## src/sv/i2cm_pkg.sv

```systemverilog
`default_nettype none
package i2cm_pkg;
  localparam int unsigned RecoveryPulses = 9;
  localparam int unsigned PulseW = $clog2(RecoveryPulses + 1);
  localparam logic [15:0] StretchReset = 16'd101;
  localparam int unsigned QDepth = 2;

  typedef enum logic [4:0] {
    PH_IDLE, PH_ST0, PH_ST1, PH_ST2,
    PH_TX0, PH_TXW, PH_TX2, PH_AK0, PH_AKW, PH_AK2,
    PH_RX0, PH_RXW, PH_RX2, PH_MA0, PH_MA1, PH_MA2,
    PH_SP0, PH_SP1, PH_SP2,
    PH_RC0, PH_RC1, PH_RC2, PH_RC3, PH_RC4
  } phase_t;

  typedef enum logic [1:0] {
    OP_WRITE = 2'd0, OP_READ = 2'd1, OP_RECOVER = 2'd2, OP_NONE = 2'd3
  } op_t;

  localparam logic [1:0] ST_OK = 2'd0;
  localparam logic [1:0] ST_NACK = 2'd1;
  localparam logic [1:0] ST_STUCK = 2'd2;

  // classified input word
  typedef struct packed {
    logic       is_tick;
    op_t        op;
    logic [7:0] dev_addr;
    logic [7:0] reg_addr;
    logic [7:0] wr_data;
    logic [7:0] rd_len;
    logic       scl;
    logic       sda;
  } item_t;

  typedef struct packed {
    logic       scl_oe;
    logic       scl_out;
    logic       sda_oe;
    logic       sda_out;
    logic       busy;
    logic       rd_valid;
    logic [7:0] rd_byte;
    logic       rd_last;
    logic       done;
    logic [1:0] status;
  } res_t;
endpackage
`default_nettype wire

```

## src/sv/i2c_master_register_access.sv

```systemverilog
// a word's result is registered in the queue and then in the result register before it reaches the result side
// one word per cycle while the result side keeps popping; a two-word queue sits between intake and bus engine
// the bus engine steps one bus phase per tick word; the result register frees on pop
// reset (rst_n low, synchronous): idle, both lines released, budget 101, queues empty
`default_nettype none
module i2c_master_register_access import i2cm_pkg::*; (
  input  wire logic        clk,
  input  wire logic        rst_n,
  input  wire logic        push,
  output logic             full,
  input  wire logic        in_kind,
  input  wire logic [1:0]  in_op,
  input  wire logic [7:0]  in_dev_addr,
  input  wire logic [7:0]  in_reg_addr,
  input  wire logic [7:0]  in_wr_data,
  input  wire logic [7:0]  in_rd_len,
  input  wire logic        in_scl_in,
  input  wire logic        in_sda_in,
  output logic             empty,
  input  wire logic        pop,
  output logic             out_scl_oe,
  output logic             out_scl_out,
  output logic             out_sda_oe,
  output logic             out_sda_out,
  output logic             out_busy_res,
  output logic             out_rd_valid,
  output logic [7:0]       out_rd_byte,
  output logic             out_rd_last,
  output logic             out_done_res,
  output logic [1:0]       out_status,
  input  wire logic        cfg_we,
  input  wire logic [15:0] cfg_stretch_budget
);
  logic  q_valid, q_take, res_valid;
  item_t q_item;
  res_t  res;

  i2cm_front u_front (
    .clk, .rst_n, .push, .full, .in_kind, .in_op, .in_dev_addr, .in_reg_addr,
    .in_wr_data, .in_rd_len, .in_scl_in, .in_sda_in, .q_valid, .q_item, .q_take
  );

  i2cm_back u_back (
    .clk, .rst_n, .cfg_we, .cfg_data(cfg_stretch_budget), .q_valid, .q_item,
    .q_take, .res, .res_valid, .res_take(pop)
  );

  assign empty        = !res_valid;
  assign out_scl_oe   = res.scl_oe;
  assign out_scl_out  = res.scl_out;
  assign out_sda_oe   = res.sda_oe;
  assign out_sda_out  = res.sda_out;
  assign out_busy_res = res.busy;
  assign out_rd_valid = res.rd_valid;
  assign out_rd_byte  = res.rd_byte;
  assign out_rd_last  = res.rd_last;
  assign out_done_res = res.done;
  assign out_status   = res.status;
endmodule
`default_nettype wire

```

## src/sv/i2cm_front.sv

```systemverilog
`default_nettype none
module i2cm_front import i2cm_pkg::*; (
  input  wire logic       clk,
  input  wire logic       rst_n,
  input  wire logic       push,
  output logic            full,
  input  wire logic       in_kind,
  input  wire logic [1:0] in_op,
  input  wire logic [7:0] in_dev_addr,
  input  wire logic [7:0] in_reg_addr,
  input  wire logic [7:0] in_wr_data,
  input  wire logic [7:0] in_rd_len,
  input  wire logic       in_scl_in,
  input  wire logic       in_sda_in,
  output logic            q_valid,
  output item_t           q_item,
  input  wire logic       q_take
);
  // two-entry queue towards the bus engine
  item_t mem_r [QDepth];
  logic       wp_r, wp_nxt, rp_r, rp_nxt;
  logic [1:0] cnt_r, cnt_nxt;
  logic       wr, rd;
  item_t      cls;

  always_comb begin
    cls.is_tick  = in_kind;
    cls.op       = op_t'(in_op);
    cls.dev_addr = in_dev_addr;
    cls.reg_addr = in_reg_addr;
    cls.wr_data  = in_wr_data;
    cls.rd_len   = in_rd_len;
    cls.scl      = in_scl_in;
    cls.sda      = in_sda_in;
  end

  assign full    = (cnt_r == 2'd2);
  assign q_valid = (cnt_r != 2'd0);
  assign q_item  = mem_r[rp_r];
  assign wr      = push && !full;
  assign rd      = q_take && q_valid;

  always_comb begin
    wp_nxt  = wr ? ~wp_r : wp_r;
    rp_nxt  = rd ? ~rp_r : rp_r;
    cnt_nxt = cnt_r + {1'b0, wr} - {1'b0, rd};
  end

  always_ff @(posedge clk) begin
    if (!rst_n) begin
      wp_r <= 1'b0; rp_r <= 1'b0; cnt_r <= 2'd0;
    end else begin
      wp_r <= wp_nxt; rp_r <= rp_nxt; cnt_r <= cnt_nxt;
    end
    if (wr) mem_r[wp_r] <= cls;
  end

  assert property (@(posedge clk) disable iff (!rst_n) cnt_r <= 2'd2)
    else $error("queue count overflow");
  assert property (@(posedge clk) disable iff (!rst_n) (cnt_r == 2'd0) |-> (wp_r == rp_r))
    else $error("empty queue pointers differ");
  assert property (@(posedge clk) disable iff (!rst_n) (cnt_r == 2'd2) |-> (wp_r == rp_r))
    else $error("full queue pointers differ");
endmodule
`default_nettype wire

```

## src/sv/i2cm_back.sv

```systemverilog
`default_nettype none
module i2cm_back import i2cm_pkg::*; (
  input  wire logic        clk,
  input  wire logic        rst_n,
  input  wire logic        cfg_we,
  input  wire logic [15:0] cfg_data,
  input  wire logic        q_valid,
  input  wire item_t       q_item,
  output logic             q_take,
  output res_t             res,
  output logic             res_valid,
  input  wire logic        res_take
);
  phase_t      ph_r, ph_nxt;
  logic [3:0]  bit_r, bit_nxt;
  logic [1:0]  step_r, step_nxt;
  logic [7:0]  sh_r, sh_nxt, left_r, left_nxt;
  logic [15:0] str_r, str_nxt, budget_r;
  op_t         op_r, op_nxt;
  logic [7:0]  dev_r, dev_nxt, reg_r, reg_nxt, dat_r, dat_nxt;
  logic [PulseW-1:0] pc_r, pc_nxt;
  logic        scloe_r, scloe_nxt, scllv_r, scllv_nxt;
  logic        sdaoe_r, sdaoe_nxt, sdalv_r, sdalv_nxt;
  logic        nack_r, nack_nxt;
  res_t        res_nxt, res_r;
  logic        rv_r, go, bit_inc;
  logic [3:0]  bit_p1;

  // output register: take next word when no result is held or the held result is consumed
  assign go        = q_valid && (!rv_r || res_take);
  assign q_take    = go;
  assign res       = res_r;
  assign res_valid = rv_r;
  assign bit_p1    = bit_r + 4'd1;

  always_comb begin
    ph_nxt = ph_r; bit_nxt = bit_r; step_nxt = step_r; sh_nxt = sh_r;
    left_nxt = left_r; str_nxt = str_r; op_nxt = op_r; dev_nxt = dev_r;
    reg_nxt = reg_r; dat_nxt = dat_r; pc_nxt = pc_r; nack_nxt = nack_r;
    scloe_nxt = scloe_r; scllv_nxt = scllv_r;
    sdaoe_nxt = sdaoe_r; sdalv_nxt = sdalv_r;
    bit_inc = 1'b0;
    res_nxt = '0;
    if (!q_item.is_tick) begin
      if (ph_r == PH_IDLE && q_item.op != OP_NONE) begin
        op_nxt = q_item.op; dev_nxt = q_item.dev_addr; reg_nxt = q_item.reg_addr;
        dat_nxt = q_item.wr_data; left_nxt = q_item.rd_len;
        step_nxt = 2'd0; pc_nxt = '0; nack_nxt = 1'b0;
        ph_nxt = (q_item.op == OP_RECOVER) ? PH_RC0 : PH_ST0;
      end
    end else begin
      case (ph_r)
        PH_ST0: begin
          scloe_nxt = 1'b1; scllv_nxt = 1'b1; sdaoe_nxt = 1'b1; sdalv_nxt = 1'b1;
          ph_nxt = PH_ST1;
        end
        PH_ST1: begin sdaoe_nxt = 1'b1; sdalv_nxt = 1'b0; ph_nxt = PH_ST2; end
        PH_ST2: begin
          scloe_nxt = 1'b1; scllv_nxt = 1'b0;
          sh_nxt = (step_r == 2'd0) ? dev_r : (dev_r | 8'h01);
          bit_nxt = '0; str_nxt = budget_r; ph_nxt = PH_TX0;
        end
        PH_TX0: begin
          sdaoe_nxt = 1'b1; sdalv_nxt = sh_r[7]; sh_nxt = {sh_r[6:0], 1'b0};
          scloe_nxt = 1'b0; scllv_nxt = 1'b0; ph_nxt = PH_TXW;
        end
        PH_TXW, PH_AKW, PH_RXW: begin
          if (!q_item.scl && str_r != 16'd0) begin
            str_nxt = str_r - 16'd1;
          end else begin
            scloe_nxt = 1'b1; scllv_nxt = 1'b1;
            ph_nxt = (ph_r == PH_TXW) ? PH_TX2 : (ph_r == PH_AKW) ? PH_AK2 : PH_RX2;
          end
        end
        PH_TX2: begin
          scloe_nxt = 1'b1; scllv_nxt = 1'b0; bit_inc = 1'b1;
          ph_nxt = (bit_p1 >= 4'd8) ? PH_AK0 : PH_TX0;
        end
        PH_AK0, PH_RX0: begin
          sdaoe_nxt = 1'b0; sdalv_nxt = 1'b0; scloe_nxt = 1'b0; scllv_nxt = 1'b0;
          ph_nxt = (ph_r == PH_AK0) ? PH_AKW : PH_RXW;
        end
        PH_AK2: begin
          scloe_nxt = 1'b1; scllv_nxt = 1'b0;
          if (q_item.sda) begin
            nack_nxt = 1'b1; ph_nxt = PH_SP0;
          end else if (step_r == 2'd0) begin
            step_nxt = 2'd1; sh_nxt = reg_r; bit_nxt = '0; str_nxt = budget_r;
            ph_nxt = PH_TX0;
          end else if (step_r == 2'd1) begin
            step_nxt = 2'd2;
            if (op_r == OP_WRITE) begin
              sh_nxt = dat_r; bit_nxt = '0; str_nxt = budget_r; ph_nxt = PH_TX0;
            end else begin
              ph_nxt = PH_ST0;
            end
          end else if (op_r == OP_READ && left_r != 8'd0) begin
            sh_nxt = '0; bit_nxt = '0; str_nxt = budget_r; ph_nxt = PH_RX0;
          end else begin
            ph_nxt = PH_SP0;
          end
        end
        PH_RX2: begin
          sh_nxt = {sh_r[6:0], q_item.sda};
          scloe_nxt = 1'b1; scllv_nxt = 1'b0; bit_inc = 1'b1;
          if (bit_p1 >= 4'd8) begin
            res_nxt.rd_valid = 1'b1; res_nxt.rd_byte = {sh_r[6:0], q_item.sda};
            res_nxt.rd_last = (left_r == 8'd1); ph_nxt = PH_MA0;
          end else begin
            ph_nxt = PH_RX0;
          end
        end
        PH_MA0: begin sdaoe_nxt = 1'b1; sdalv_nxt = (left_r == 8'd1); ph_nxt = PH_MA1; end
        PH_MA1: begin scloe_nxt = 1'b1; scllv_nxt = 1'b1; ph_nxt = PH_MA2; end
        PH_MA2: begin
          scloe_nxt = 1'b1; scllv_nxt = 1'b0; left_nxt = left_r - 8'd1;
          if (left_r == 8'd1) begin
            ph_nxt = PH_SP0;
          end else begin
            sh_nxt = '0; bit_nxt = '0; str_nxt = budget_r; ph_nxt = PH_RX0;
          end
        end
        PH_SP0: begin sdaoe_nxt = 1'b1; sdalv_nxt = 1'b0; ph_nxt = PH_SP1; end
        PH_SP1: begin scloe_nxt = 1'b1; scllv_nxt = 1'b1; ph_nxt = PH_SP2; end
        PH_SP2: begin
          sdaoe_nxt = 1'b1; sdalv_nxt = 1'b1; res_nxt.done = 1'b1;
          res_nxt.status = nack_r ? ST_NACK : ST_OK; ph_nxt = PH_IDLE;
        end
        PH_RC0: begin scloe_nxt = 1'b1; scllv_nxt = 1'b0; ph_nxt = PH_RC1; end
        PH_RC1: begin sdaoe_nxt = 1'b1; sdalv_nxt = 1'b0; ph_nxt = PH_RC2; end
        PH_RC2: begin scloe_nxt = 1'b1; scllv_nxt = 1'b1; ph_nxt = PH_RC3; end
        PH_RC3: begin
          sdaoe_nxt = 1'b1; sdalv_nxt = 1'b1; pc_nxt = pc_r + 1'b1;
          ph_nxt = (pc_nxt >= PulseW'(RecoveryPulses)) ? PH_RC4 : PH_RC0;
        end
        PH_RC4: begin
          sdaoe_nxt = 1'b0; sdalv_nxt = 1'b0; res_nxt.done = 1'b1;
          res_nxt.status = q_item.sda ? ST_OK : ST_STUCK; ph_nxt = PH_IDLE;
        end
        default: ph_nxt = PH_IDLE;
      endcase
    end
    if (bit_inc) bit_nxt = bit_p1;
    res_nxt.scl_oe = scloe_nxt; res_nxt.scl_out = scllv_nxt;
    res_nxt.sda_oe = sdaoe_nxt; res_nxt.sda_out = sdalv_nxt;
    res_nxt.busy = (ph_nxt != PH_IDLE);
  end

  always_ff @(posedge clk) begin
    if (!rst_n) begin
      ph_r <= PH_IDLE; bit_r <= '0; step_r <= '0; sh_r <= '0; left_r <= '0;
      str_r <= '0; op_r <= OP_WRITE; dev_r <= '0; reg_r <= '0; dat_r <= '0;
      pc_r <= '0; nack_r <= 1'b0; scloe_r <= 1'b0; scllv_r <= 1'b0;
      sdaoe_r <= 1'b0; sdalv_r <= 1'b0; rv_r <= 1'b0; budget_r <= StretchReset;
    end else begin
      if (cfg_we) budget_r <= cfg_data;
      if (go) begin
        ph_r <= ph_nxt; bit_r <= bit_nxt; step_r <= step_nxt; sh_r <= sh_nxt;
        left_r <= left_nxt; str_r <= str_nxt; op_r <= op_nxt; dev_r <= dev_nxt;
        reg_r <= reg_nxt; dat_r <= dat_nxt; pc_r <= pc_nxt; nack_r <= nack_nxt;
        scloe_r <= scloe_nxt; scllv_r <= scllv_nxt;
        sdaoe_r <= sdaoe_nxt; sdalv_r <= sdalv_nxt;
      end
      if (go) rv_r <= 1'b1;
      else if (res_take) rv_r <= 1'b0;
    end
    if (go) res_r <= res_nxt;
  end

  assert property (@(posedge clk) disable iff (!rst_n)
    (rv_r && !res_take) |=> ($stable(res_r) && rv_r))
    else $error("held result changed");
  assert property (@(posedge clk) disable iff (!rst_n)
    (rv_r && res_r.done) |-> !res_r.busy)
    else $error("done while still busy");
  assert property (@(posedge clk) disable iff (!rst_n)
    (rv_r && res_r.rd_valid) |-> (res_r.busy && !res_r.done))
    else $error("read byte outside a transfer");
  assert property (@(posedge clk) disable iff (!rst_n) bit_r <= 4'd8)
    else $error("bit count overflow");
endmodule
`default_nettype wire

```

## config.mk

```make
export PLATFORM = sky130hd
export DESIGN_NAME = i2c_master_register_access
export DESIGN_NICKNAME = d
export VERILOG_FILES = /design/src/sv/i2cm_pkg.sv /design/src/sv/i2c_master_register_access.sv /design/src/sv/i2cm_front.sv /design/src/sv/i2cm_back.sv
export SDC_FILE = /design/constraint.sdc
export NUM_CORES = 1
export LEC_CHECK = 0
export ABC_AREA = 1
export BUFFER_PORTS_ARGS = -buffer_cell sky130_fd_sc_hd__buf_2
export CAP_MARGIN = 20
export CELL_PAD_IN_SITES_DETAIL_PLACEMENT = 1
export CELL_PAD_IN_SITES_GLOBAL_PLACEMENT = 2
export CORE_MARGIN = 5
export CORE_UTILIZATION = 39
export DETAILED_ROUTE_END_ITERATION = 8
export GPL_TIMING_DRIVEN = 0
export PLACE_DENSITY_LB_ADDON = 0.05
export SLEW_MARGIN = 20
export SYNTH_ARGS = -nofsm -noshare
export SYNTH_HDL_FRONTEND = slang
export SYNTH_SLANG_ARGS = --single-unit
```

## constraint.sdc

```tcl
create_clock -name clk -period 5.1 [get_ports clk]
set_clock_uncertainty 0.1 [all_clocks]
set_input_delay 1.02 -clock clk [delete_from_list [all_inputs] [get_ports clk]]
set_output_delay 1.02 -clock clk [all_outputs]
set_load 0.05 [all_outputs]
```

==> results of run 1 <==
==> state kept, by name, indices dropped and copies added, names as in the netlist, 2 cells and up, named ones only <==
name / flops
u_back.dev_r: 8
u_back.str_r: 16
u_back.reg_r: 8
u_back.step_r: 2
u_back.op_r: 2
u_back.ph_r: 5
u_back.bit_r: 4
u_front.cnt_r: 2
u_back.left_r: 8
u_back.pc_r: 4
u_back.sh_r: 8
u_back.res: 18
u_front.mem_r: 74
u_back.dat_r: 8
u_back.budget_r: 16
==> cells in the mapped netlist, types with 5 or more instances <==
| cell type | number |
|---|---|
| o21ai_0 | 97 |
| nor2_1 | 127 |
| o22ai_1 | 5 |
| clkbuf_1 | 25 |
| edfxtp_1 | 92 |
| inv_2 | 16 |
| nand2_1 | 264 |
| xnor2_1 | 5 |
| buf_2 | 10 |
| xor2_1 | 7 |
| ha_1 | 9 |
| a21oi_1 | 62 |
| inv_1 | 82 |
| nand2_2 | 10 |
| dfxtp_1 | 100 |
| o21ai_1 | 5 |
| a31oi_1 | 27 |
| nand3_1 | 59 |
| a211oi_1 | 6 |
| nor2_2 | 7 |
| clkinv_1 | 6 |
| nand4_1 | 9 |
| nor3_1 | 9 |
==> power by group through the flow <==
| stage | Combinational (mW) | Clock [mW] | Sequential (mW) |
|---|---|---|---|
| 3_5_place_dp | 2.04 | 0 | 2.17 |
| 4_1_cts | 2.05 | 1.42 | 2.13 |
| 5_1_grt | 2.26 | 1.48 | 2.17 |
| 3_3_place_gp | 1.97 | 0 | 2.17 |
| 6_report | 2.02 | 1.38 | 2.13 |
| 2_1_floorplan | 1.20 | 0 | 2.33 |
==> cell usage in the layout (no fill, tap or decap), types with 3 or more instances in the layout <==
| cell type | synthesis | final |
|---|---|---|
| nor2_1 | 127 | 125 |
| nand4_1 | 9 | 9 |
| xor2_1 | 7 | 7 |
| a31oi_1 | 27 | 27 |
| clkinv_1 | 6 | 6 |
| a21oi_1 | 62 | 62 |
| o22ai_1 | 5 | 5 |
| inv_1 | 82 | 82 |
| nand3_1 | 59 | 59 |
| or2_2 | 3 | 3 |
| buf_12 | 0 | 3 |
| clkbuf_1 | 25 | 24 |
| nand2_2 | 10 | 10 |
| buf_6 | 3 | 3 |
| nand2_4 | 3 | 3 |
| clkbuf_16 | 0 | 17 |
| xnor2_1 | 5 | 5 |
| a211oi_1 | 6 | 6 |
| o21ai_1 | 5 | 5 |
| buf_2 | 10 | 86 |
| clkinv_8 | 0 | 4 |
| ha_1 | 9 | 9 |
| nor2_4 | 3 | 5 |
| inv_2 | 16 | 16 |
| nand2_1 | 264 | 264 |
| o21ai_0 | 97 | 97 |
| nor2_2 | 7 | 7 |
| nor3_1 | 9 | 9 |
| dfxtp_1 | 100 | 100 |
| edfxtp_1 | 92 | 92 |
| inv_12 | 0 | 3 |
| inv_6 | 0 | 5 |
==> metrics by stage <==
| step | worst slack (ps) | util, % | cells | hold WS, ps |
|---|---|---|---|---|
| 2_1_floorplan | 1823 | - | 1072 | 322.3 |
| 3_5_place_dp | 1824 | 43.01 | 1436 | 350.4 |
| 3_3_place_gp | 835.5 | 42.67 | 1433 | 338.4 |
| 6_report | 2285 | 45.75 | 1468 | 364.8 |
| 4_1_cts | 2291 | 45.75 | 1468 | 365.1 |
| 5_1_grt | 2239 | 45.75 | 1468 | 392.2 |
==> routing by layer <==
layer  vias up  share of wire, %
met5         -                 0
met3        14               3.2
met1      3621                47
li1       3769                 -
met4         0               1.4
met2       116                48
==> worst min-delay path, stage by stage (launching register included) <==
cell and delay, ps:
dfxtp_1 330, nand2_1 50, nand3_1 50
==> how the worst max path moves through the flow <==
stage                           to  slack (ps)  start
2_1_floorplan  u_front.mem_r[1][0]        1820   push
3_3_place_gp   u_front.mem_r[1][6]         840   push
3_5_place_dp    u_back.budget_r[2]        1820  rst_n
4_1_cts         u_back.budget_r[2]        2290  rst_n
5_1_grt            u_back.bit_r[3]        2240    pop
6_report        u_back.budget_r[2]        2290  rst_n
==> cell type report <==
type / count / area [um2] / share of cell area, %
sequential: 192 / 4765 / 46.28
multi-input combinational: 736 / 3533 / 34.32
timing repair buffer: 79 / 440.4 / 4.278
clock buffer: 18 / 439.2 / 4.265
inverter: 104 / 390.4 / 3.791
tap: 285 / 356.6 / 3.463
buffer: 40 / 193.9 / 1.884
clock inverter: 14 / 177.7 / 1.726
==> cells by family (layout without fill, tap and decap cells) <==
logic type / count (synthesis) / after routing / share of synthesized area (%)
adder cells (fa/ha/maj): 9 / 9 / 1.270
AND/OR/NAND/NOR: 500 / 500 / 23.88
flip-flops: 192 / 192 / 53.74
buffers and inverters: 144 / 255 / 6.576
XOR/XNOR: 12 / 12 / 1.185
multiplexers: 2 / 2 / 0.2258
AO/OA/AOI/OAI: 213 / 213 / 13.12
==> summary.md, run 1 <==
| Metric | Value |
|---|---|
| Status | `completed` |
| Setup TNS | `0 ps` |
| Internal power | `about 3.2 mW` |
| Final instance area | `roughly 10,000 um2` |
| Tmin final | `about 2800 ps` |
| EDFF count, synth | `just over 90` |
| Yosys reg bits | `approximately 190` |
| Synthesized area | `a little under 9000 um2` |
| Worst-path cell chain | `clkbuf_1 > clkinv_1 > clkbuf_1 > a21oi_1 > o21ai_0` |
| Post-synthesis sequential area ratio | `a little over half` |
| DRC Markers | `0` |
| Vias in the first global route | `between 7,000 and 8,000` |
| IO buf count | `76` |
| Max cap viols | `0` |
| HP Start | `u_back.budget_r[6]` |
| Sequential Power Share | `between 30% and 40%` |
| R2R Setup Slk | `roughly 2600 ps` |
| Dominant synthesized flop cell | `dfxtp_1` |
| Worst EP arrival | `between 3000 and 4000 ps` |
| Slowest stage delay, CP | `just under 600 ps` |
| Slowest cell on the critical path | `clkbuf_1` |
| Largest cells by area after synthesis | `edfxtp_1 31%, dfxtp_1 23%, nand2_1 11%` |
| P_sw | `2.314 mW` |
| Filler Cells Inserted | `2,739` |
| Crit. path cell count | `5` |
| Clock sink count | `192` |
| Die Y | `roughly 160 um` |
| Layer with the highest usage | `met2` |
| Chip Width | `160.8 um` |
| First-pass GRT wire length | `between 40,000 and 50,000 um` |
| Reg2Reg Depth | `9` |
| Via Count | `approximately 7,500` |
| Maximum buffer depth of the clock tree | `2` |
| Peak supply drop | `between 0.2 and 0.3 mV` |
| Core area | `~23,000 um2` |
| Leak Pwr | `roughly 4.3 nW` |
| Worst-path clk slew | `~80 ps` |
| Initial antenna violation count | `0` |
| Layout cell share with drive strength beyond 1 | `15.13%` |
| Ys Warns | `0` |
| Tot Pwr | `about 5.5 mW` |
| Fin nets | `1,237` |
| GRT Total Usage | `between 20 and 25%` |
| Synth area leader | `edfxtp_1` |
| Diodes inserted | `0` |
| Top-Level Pins | `78` |
| Total iterations of the first detailed-routing run | `5` |
| Crit Path Category | `in -> reg` |
| DP HPWL | `19,540 um` |
| Comb pwr share | `36.5%` |
| Final max-slew violation count | `0` |
| TritonCTS clock tree | `built` |
| Switching Share | `a little over two fifths` |
| RSZ-0062 raised after global routing | `no` |
| Hold WC Path Type | `reg -> reg` |
| Buf/Inv on CP | `3` |
| Crit path max-delay family | `buffers and inverters` |
| Placed cell areas | `9679 um2` |
| # hold bufs at CTS | `0` |
| Initial Util | `about two fifths` |
| Cell Pwr Density | `536.9 nW/um2` |
| Post-CTS setup buffers | `0` |
| M3 GR Usage | `~3.5%` |
| Gpl congestion | `about 0.91` |
| CP endpoint kind | `register` |
| Worst slew margin | `between 40% and 50%` |
| Clock network fraction of total power | `between 20% and 30%` |
| Post-synth top area share | `between 30% and 40%` |
| Slew @ Worst Pin | `between 800 and 900 ps` |
| Crit Path Max Fanout | `10` |
| Hold path depth | `2` |
| Pin count of the biggest net entering global routing | `27` |
| Die area | `25,850 um2` |
| RR Endpoint | `u_back.left_r[3]` |
| Mapped Nets | `around 1,100` |
| Vias per cell | `5.123` |
| Clock latency on the worst-skew pair | `430 ps` |
| Drt initial violations | `roughly 290` |
| Hold endpoint | `u_back.budget_r[6]` |
| Reg2reg start | `u_front.cnt_r[1]` |
| Layout area overhead | `16.13%` |
| GR Layer Usage met1 | `27.49%` |
| Met2 Usage GRT | `between 30% and 40%` |
| Num CTS Buffers | `17` |
| Routed WL | `26,030 um` |
| Final setup vio count | `0` |
| Syn Area/Cell | `about 8.3 um2` |
| GRT Residual Overflow | `0` |
| Crit-path most repeated cell | `clkbuf_1` |
| Post-cts resize count | `0` |
| Site Rows | `between 50 and 60` |
| Final hold vios | `0` |
| Netlist cell types | `45` |
| Async S/R FF share, synth | `0%` |
| ANT nets after route | `0` |
| Setup crit start kind | `input port` |
| Clock root buffer master | `clkbuf_16` |
| Max Freq | `355.3 MHz` |
| WL/cell | `between 15 and 20 um` |
| Post-Synthesis Cells | `around 1,100` |
| H-tree Lvls | `4` |
| Req. time, crit path | `about 5300 ps` |
| Final cycle utilization of the critical path | `55.19%` |
Power figures use the tool's default switching activity.
==> run 2: changes to the inputs <==
- ABC_AREA: 1 -> 0
- clock period: 5.1 -> 2.6 ns (I/O delays scaled with it)
==> run 2 against run 1 <==
The run now ends with negative setup slack left. Combinational power is 100% higher. Final cell count is 13% lower. Non-clock buffer count is 44 higher. Highest routed layer unchanged.
==> summary.md, run 2 <==
| Metric | Value |
|---|---|
| Status | `finished, violations left (was completed)` |
| Violated checks | `negative setup slack` |
| Netlist cell types | `71 (was 45)` |
| Clock root buffer master | `clkbuf_16 (unchanged)` |
| Clock latency on the worst-skew pair | `450 ps (was 430 ps)` |
| Layout cell share with drive strength beyond 1 | `25.10% (was 15.13%)` |
| Filler Cells Inserted | `2,460 (was 2,739)` |
| Final hold vios | `0 (unchanged)` |
| Clock sink count | `192 (unchanged)` |
| Initial Util | `39.43% (was 39.40%)` |
| Commonest non-fill, non-tap cell in the layout | `nor2_1 (was nand2_1)` |
| RSZ-0062 raised after global routing | `yes (was no)` |
| GRT Residual Overflow | `0 (unchanged)` |
| Layout area overhead | `22.66% (was 16.13%)` |
| Crit Path Category | `reg -> reg (was in -> reg)` |
| Post-Place Worst Slack | `-875.3 ps (was 1824 ps)` |
| Die Y | `160.8 um (about the same)` |
| TritonCTS clock tree | `built (unchanged)` |
| Mapped Nets | `926 (was 1,139)` |
| DRC Markers | `0 (unchanged)` |
| Die area | `25,870 um2 (was 25,850 um2)` |
| EDFF count, synth | `92 (unchanged)` |
| Worst hold slack | `146.1 ps (was 364.8 ps)` |
| # hold bufs at CTS | `0 (unchanged)` |
| Setup crit start kind | `register (was input port)` |
| IO buf count | `75 (was 76)` |
| WL/cell | `21.99 um (was 17.73 um)` |
| ANT nets after route | `0 (unchanged)` |
| Via Count | `7,259 (was 7,520)` |
| Worst-path clk slew | `90 ps (was 80 ps)` |
| Placed cell areas | `9688 um2 (was 9679 um2)` |
| Syn Area/Cell | `10.33 um2 (was 8.271 um2)` |
| Top-Level Pins | `78 (unchanged)` |
| Final cycle utilization of the critical path | `101.7%` |
| Worst EP arrival | `2850 ps (was 3020 ps)` |
| Dominant synthesized flop cell | `dfxtp_1 (unchanged)` |
| Crit Path Max Fanout | `6 (was 10)` |
| Top-count cell post-synth | `dfxtp_1 (was nand2_1)` |
| Tmin final | `approximately 2600 ps` |
| Worst slew margin | `43.58% (was 43.74%)` |
| Total iterations of the first detailed-routing run | `5 (unchanged)` |
| Pin count of the biggest net entering global routing | `33 (was 27)` |
| Largest Register | `u_front.mem_r (unchanged)` |
| Hold WC Path Type | `in -> reg (was reg -> reg)` |
| GRT Total Usage | `21.38% (was 20.45%)` |
| Final instance area | `10,880 um2 (was 10,300 um2)` |
| Ys Warns | `0 (unchanged)` |
| Diodes inserted | `0 (unchanged)` |
| Setup TNS | `-69.37 ps (was 0 ps)` |
| Chip Width | `160.8 um (about the same)` |
| Max Freq | `378.2 MHz` |
| Num CTS Buffers | `17 (unchanged)` |
| Site Rows | `55 (unchanged)` |
| Fin nets | `1,046 (was 1,237)` |
| Largest cells by area after synthesis | `edfxtp_1 31%, dfxtp_1 23%, mux2i_1 6.7% (was edfxtp_1 31%, dfxtp_1 23%, nand2_1 11%)` |
| Post-synth top area share | `31.13% (was 31.16%)` |
| DP HPWL | `20,220 um (was 19,540 um)` |
| Post-synth top cells | `100 x dfxtp_1, 99 x nor2_1, 92 x edfxtp_1 (was 264 x nand2_1, 127 x nor2_1, 100 x dfxtp_1)` |
| Vias per cell | `5.684 (was 5.123)` |
| Final max-slew violation count | `0 (unchanged)` |
| Peak supply drop | `0.5178 mV (was 0.2502 mV)` |
| Tot Pwr | `11.07 mW (was 5.528 mW)` |
| Yosys reg bits | `192 (unchanged)` |
| Max reg flops | `74 (unchanged)` |
| Gpl congestion | `0.8796 (was 0.9100)` |
| Synth area leader | `edfxtp_1 (unchanged)` |
| Final worst slack | `-43.92 ps (was 2285 ps)` |
| Final setup vio count | `2 (was 0)` |
| Vias in the first global route | `7,710 (was 7,779)` |
| Core area | `22,500 um2 (unchanged)` |
| Async S/R FF share, synth | `0% (unchanged)` |
| Drt initial violations | `398 (was 285)` |
| Cell Pwr Density | `1017 nW/um2 (was 536.9 nW/um2)` |
| Req. time, crit path | `2800 ps (was 5310 ps)` |
| Slew @ Worst Pin | `846.3 ps (was 844.0 ps)` |
| Max cap viols | `0 (unchanged)` |
| Commonest cells after routing, fill and taps aside | `96 x nor2_1, 94 x dfxtp_1, 92 x edfxtp_1 (was 264 x nand2_1, 125 x nor2_1, 100 x dfxtp_1)` |
| Routed WL | `28,090 um (was 26,030 um)` |
| Post-Synthesis Cells | `859 (was 1,072)` |
| Post-synthesis sequential area ratio | `53.69% (was 53.74%)` |
| Maximum buffer depth of the clock tree | `2 (unchanged)` |
| H-tree Lvls | `4 (unchanged)` |
| Initial antenna violation count | `0 (unchanged)` |
| Synthesized area | `8874 um2 (was 8866 um2)` |
| First-pass GRT wire length | `43,460 um (was 41,950 um)` |
| Leak Pwr | `3.988 nW (was 4.310 nW)` |
| CP endpoint kind | `register (unchanged)` |
[run 2: cell types whose count changed in the layout (fill, tap and decap cells not counted), sizes merged, moves of 22 or more]
| cell | change |
|---|---|
| o21ai | -60 |
| a211oi | +30 |
| mux2i | +57 |
| nand2 | -224 |
| nand3 | -44 |
| a31oi | -22 |
| buf | +22 |
| nor2 | -38 |
| inv | -77 |
[run 2: kinds of logic (layout without fill, tap and decap cells)]
family	Yosys count	after routing	synth area share (%)
buffers and inverters	85	218	3.878
AOI/OAI and AO/OA	211	211	16.47
and+or+nand+nor	283	283	15.75
DFF	192	192	53.69
muxes	70	70	8.051
xor gates and xnor gates	9	9	0.8883
adders and majority gates	9	9	1.269
[run 2: stage by stage]
stage                     utilization, %  std cells
after floorplan                        -        859
after global placement             42.82       1219
after detailed placement           43.05       1221
after CTS                          47.46       1269
after global routing               48.37       1277
final                              48.37       1277
[run 2: what timing repair did]
action                                  4_1_cts  5_1_grt
cloned                                        2        0
buffers inserted                             15       12
resized for setup                            68       52
pin swaps                                    12       21
endpoints found under the setup margin       92       67
[run 2: final timing paths]
kind / slack, ps / cells past startpoint / start / endpoint
min reg2reg: 380 / 2 / u_back.str_r[14] / u_back.str_r[14]
max: -40 / 8 / u_back.str_r[1] / u_back.res[13]
max reg2reg: -40 / 8 / u_back.str_r[1] / u_back.res[13]
min: 150 / 1 / in_rd_len[5] / u_front.mem_r[1][7]
[run 2: critical path: stages, from the launching register on]
cell,delay [ps]
dfxtp_2,330
inv_2,70
ha_4,130
or4b_4,470
or4_4,500
or4b_1,560
nand4_1,160
a21oi_2,70
nand4_1,100
[run 2: cell type report]
type | count | area [um2] | area share (%)
clock buffer | 17 | 425.4 | 3.908
clock inverter | 15 | 220.2 | 2.023
multi-input combinational | 582 | 4058 | 37.28
sequential | 192 | 4775 | 43.87
tap | 285 | 356.6 | 3.276
inverter | 23 | 86.33 | 0.7932
timing repair buffer | 106 | 645.6 | 5.932
buffer | 57 | 317.8 | 2.920
[run 2: per-layer routing]
metal | wire [um] | share of wire [%] | GRT usage (%) | vias up
li1 | - | - | - | 3432
met1 | 12060 | 43 | 26.98 | 3618
met2 | 14360 | 51 | 37.68 | 172
met3 | 1145 | 4.1 | 3.516 | 37
met4 | 517 | 1.8 | 6.475 | 0
met5 | 0 | 0 | 0 | -
[run 2: power breakdown]
part	internal, mW	switching, mW	total, mW	leakage (nW)
sequential	3.79	0.298	4.09	1.69
combinational	1.42	2.71	4.14	1.99
clock	1.43	1.42	2.85	0.311
==> run 3: changes to the inputs <==
- CORE_UTILIZATION: 39 -> 40
- CTS_BUF_LIST: not set -> sky130_fd_sc_hd__clkbuf_4 sky130_fd_sc_hd__clkbuf_8
==> run 3 against run 2 <==
The flow still finishes with violations (negative setup slack). Final cell count shrank 0.16%. First-iteration DRC count is 8.8% higher. Clock power fell by 25%. Critical path type unchanged. Critical endpoint unchanged.
==> summary.md, run 3 (synthesized netlist as in run 2, its figures left out) <==
| Metric | Value |
|---|---|
| Status | `finished, violations left (unchanged)` |
| Violated checks | `negative setup slack (unchanged)` |
| WL/cell | `21.94 um (was 21.99 um)` |
| Final hold vios | `0 (unchanged)` |
| IO buf count | `75 (unchanged)` |
| Worst-path clk slew | `130 ps (was 90 ps)` |
| Clock sink count | `192 (unchanged)` |
| Final max-slew violation count | `0 (unchanged)` |
| Diodes inserted | `0 (unchanged)` |
| Setup crit start kind | `register (unchanged)` |
| Largest Register | `u_front.mem_r (unchanged)` |
| Final worst slack | `-90.88 ps (was -43.92 ps)` |
| Commonest cells after routing, fill and taps aside | `96 x nor2_1, 94 x dfxtp_1, 92 x edfxtp_1 (unchanged)` |
| H-tree Lvls | `4 (unchanged)` |
| GR Layer Usage met1 | `27.81% (was 26.98%)` |
| Post-Place Worst Slack | `-765.2 ps (was -875.3 ps)` |
| Cell Pwr Density | `958.5 nW/um2 (was 1017 nW/um2)` |
| DP HPWL | `20,220 um (about the same)` |
| Final cycle utilization of the critical path | `103.5% (was 101.7%)` |
| Initial Util | `40.66% (was 39.43%)` |
| Die area | `25,260 um2 (was 25,870 um2)` |
| Worst slew margin | `44.25% (was 43.58%)` |
| Final Util | `49.09% (was 48.37%)` |
| Slowest stage delay, CP | `510 ps (was 560 ps)` |
| Num CTS Buffers | `17 (unchanged)` |
| Crit path max-delay family | `simple AND/OR/NAND/NOR gates (unchanged)` |
| Slew @ Worst Pin | `830.3 ps (was 846.3 ps)` |
| Crit Path Max Fanout | `6 (unchanged)` |
| Maximum buffer depth of the clock tree | `2 (unchanged)` |
| Non-filler cells, final | `1,275 (was 1,277)` |
| CP endpoint kind | `register (unchanged)` |
| Chip Width | `158.9 um (was 160.8 um)` |
| Worst hold slack | `105.7 ps (was 146.1 ps)` |
| Hold endpoint | `u_front.mem_r[1][8] (was u_front.mem_r[1][7])` |
| Core area | `21,820 um2 (was 22,500 um2)` |
| Initial antenna violation count | `0 (unchanged)` |
| Clock latency on the worst-skew pair | `490 ps (was 450 ps)` |
| Clock root buffer master | `clkbuf_8 (was clkbuf_16)` |
| Hold WC Path Type | `in -> reg (unchanged)` |
| Layout cell share with drive strength beyond 1 | `25.23% (was 25.10%)` |
| Worst-path cell chain | `inv_2 > ha_4 > or4b_4 > or4_4 > o21ai_4 > mux2i_1 > o211a_1 > nand4_1 (was inv_2 > ha_4 > or4b_4 > or4_4 > or4b_1 > nand4_1 > a21oi_2 > nand4_1)` |
| # hold bufs at CTS | `0 (unchanged)` |
| TritonCTS clock tree | `built (unchanged)` |
| Gpl congestion | `0.8982 (was 0.8796)` |
| Max reg flops | `74 (unchanged)` |
| Leak Pwr | `3.903 nW (was 3.988 nW)` |
| Peak supply drop | `0.4605 mV (was 0.5178 mV)` |
| Reg2Reg Depth | `8 (unchanged)` |
| RR Endpoint | `u_back.res[13] (unchanged)` |
| RSZ-0062 raised after global routing | `yes (unchanged)` |
| GRT Residual Overflow | `0 (unchanged)` |
| GRT Total Usage | `21.62% (was 21.38%)` |
| Vias per cell | `5.706 (was 5.684)` |
| Routed WL | `27,970 um (was 28,090 um)` |
| Worst EP arrival | `2810 ps (was 2850 ps)` |
| HP Start | `in_rd_len[6] (was in_rd_len[5])` |
| Drt initial violations | `433 (was 398)` |
| Slowest cell on the critical path | `or4_4 (was or4b_1)` |
| Met2 Usage GRT | `38.16% (was 37.68%)` |
| Commonest non-fill, non-tap cell in the layout | `nor2_1 (unchanged)` |
| Die Y | `158.9 um (was 160.8 um)` |
| Multi-input logic area | `4073 um2 (was 4058 um2)` |
| First-pass GRT wire length | `44,070 um (was 43,460 um)` |
| Filler Cells Inserted | `2,414 (was 2,460)` |
| Via Count | `7,275 (was 7,259)` |
| Reg area | `4775 um2 (unchanged)` |
| Layout area overhead | `20.73% (was 22.66%)` |
| Final setup vio count | `7 (was 2)` |
| R2R Setup Slk | `-90 ps (was -40 ps)` |
| ANT nets after route | `0 (unchanged)` |
| Max cap viols | `0 (unchanged)` |
| Top-Level Pins | `78 (unchanged)` |
| Fin nets | `1,049 (was 1,046)` |
| Reg2reg start | `u_back.str_r[0] (was u_back.str_r[1])` |
| Layer with the highest usage | `met2 (unchanged)` |
| M3 GR Usage | `3.029% (was 3.516%)` |
| Pin count of the biggest net entering global routing | `33 (unchanged)` |
| Site Rows | `54 (was 55)` |
| Vias in the first global route | `7,791 (was 7,710)` |
| Max Freq | `371.6 MHz (was 378.2 MHz)` |
| Crit Path Category | `reg -> reg (unchanged)` |
| Tmin final | `2691 ps (was 2644 ps)` |
| Req. time, crit path | `2710 ps (was 2800 ps)` |
| Total iterations of the first detailed-routing run | `6 (was 5)` |
| DRC Markers | `0 (unchanged)` |
| Placed Cells | `1,216 (was 1,221)` |
| Hold path depth | `1 (unchanged)` |
| Buf/Inv on CP | `1 (unchanged)` |
## run 3: report_power, final
| group | internal, mW | switching [mW] |
|---|---|---|
| logic | 1.39 | 2.66 |
| clock network | 0.768 | 1.36 |
| registers | 3.79 | 0.299 |
## run 3: timing repair
item	in CTS	in global routing
resized for setup	56	63
pin swaps	10	25
cloned	1	2
buffers inserted	11	16
endpoints found under the setup margin	92	72
## run 3: final cells by class
type	instances	share of cell area, %
clock inverters	15	1.869
inverters	23	0.8059
repair buffers	107	6.307
multi-input cells	582	38.02
well taps	280	3.270
clock buffers	17	2.184
flip-flops and latches	192	44.57
plain buffers	59	2.978
## run 3: through the flow
| step | area, um2 | total power, mW | setup TNS (ps) |
|---|---|---|---|
| 4_1_cts | 10390 | 10.14 | -47.05 |
| 3_3_place_gp | 9630 | 7.735 | -47140 |
| 5_1_grt | 10710 | 10.86 | -1154 |
| 3_5_place_dp | 9687 | 7.835 | -38250 |
| 2_1_floorplan | 8905 | 6.642 | 0 |
| 6_report | 10710 | 10.27 | -207.6 |
## run 3: worst max path at each step
stage | from | end | slack, ps | cells past startpoint
5_1_grt | u_back.str_r[0] | u_back.res[13] | -130 | 8
3_3_place_gp | register | u_back.sh_r[7] | -950 | 8
6_report | u_back.str_r[0] | u_back.res[13] | -90 | 8
2_1_floorplan | u_back.str_r[0] | u_back.str_r[11] | 80 | 10
3_5_place_dp | u_back.ph_r[1] | u_back.res[13] | -770 | 8
4_1_cts | u_back.str_r[0] | u_back.res[13] | -30 | 8
## run 3: layer usage
metal / routed length (um) / vias to the layer above
li1: - / 3455
met3: 1054 / 48
met2: 14240 / 177
met1: 12090 / 3595
met5: 0 / -
met4: 584 / 0
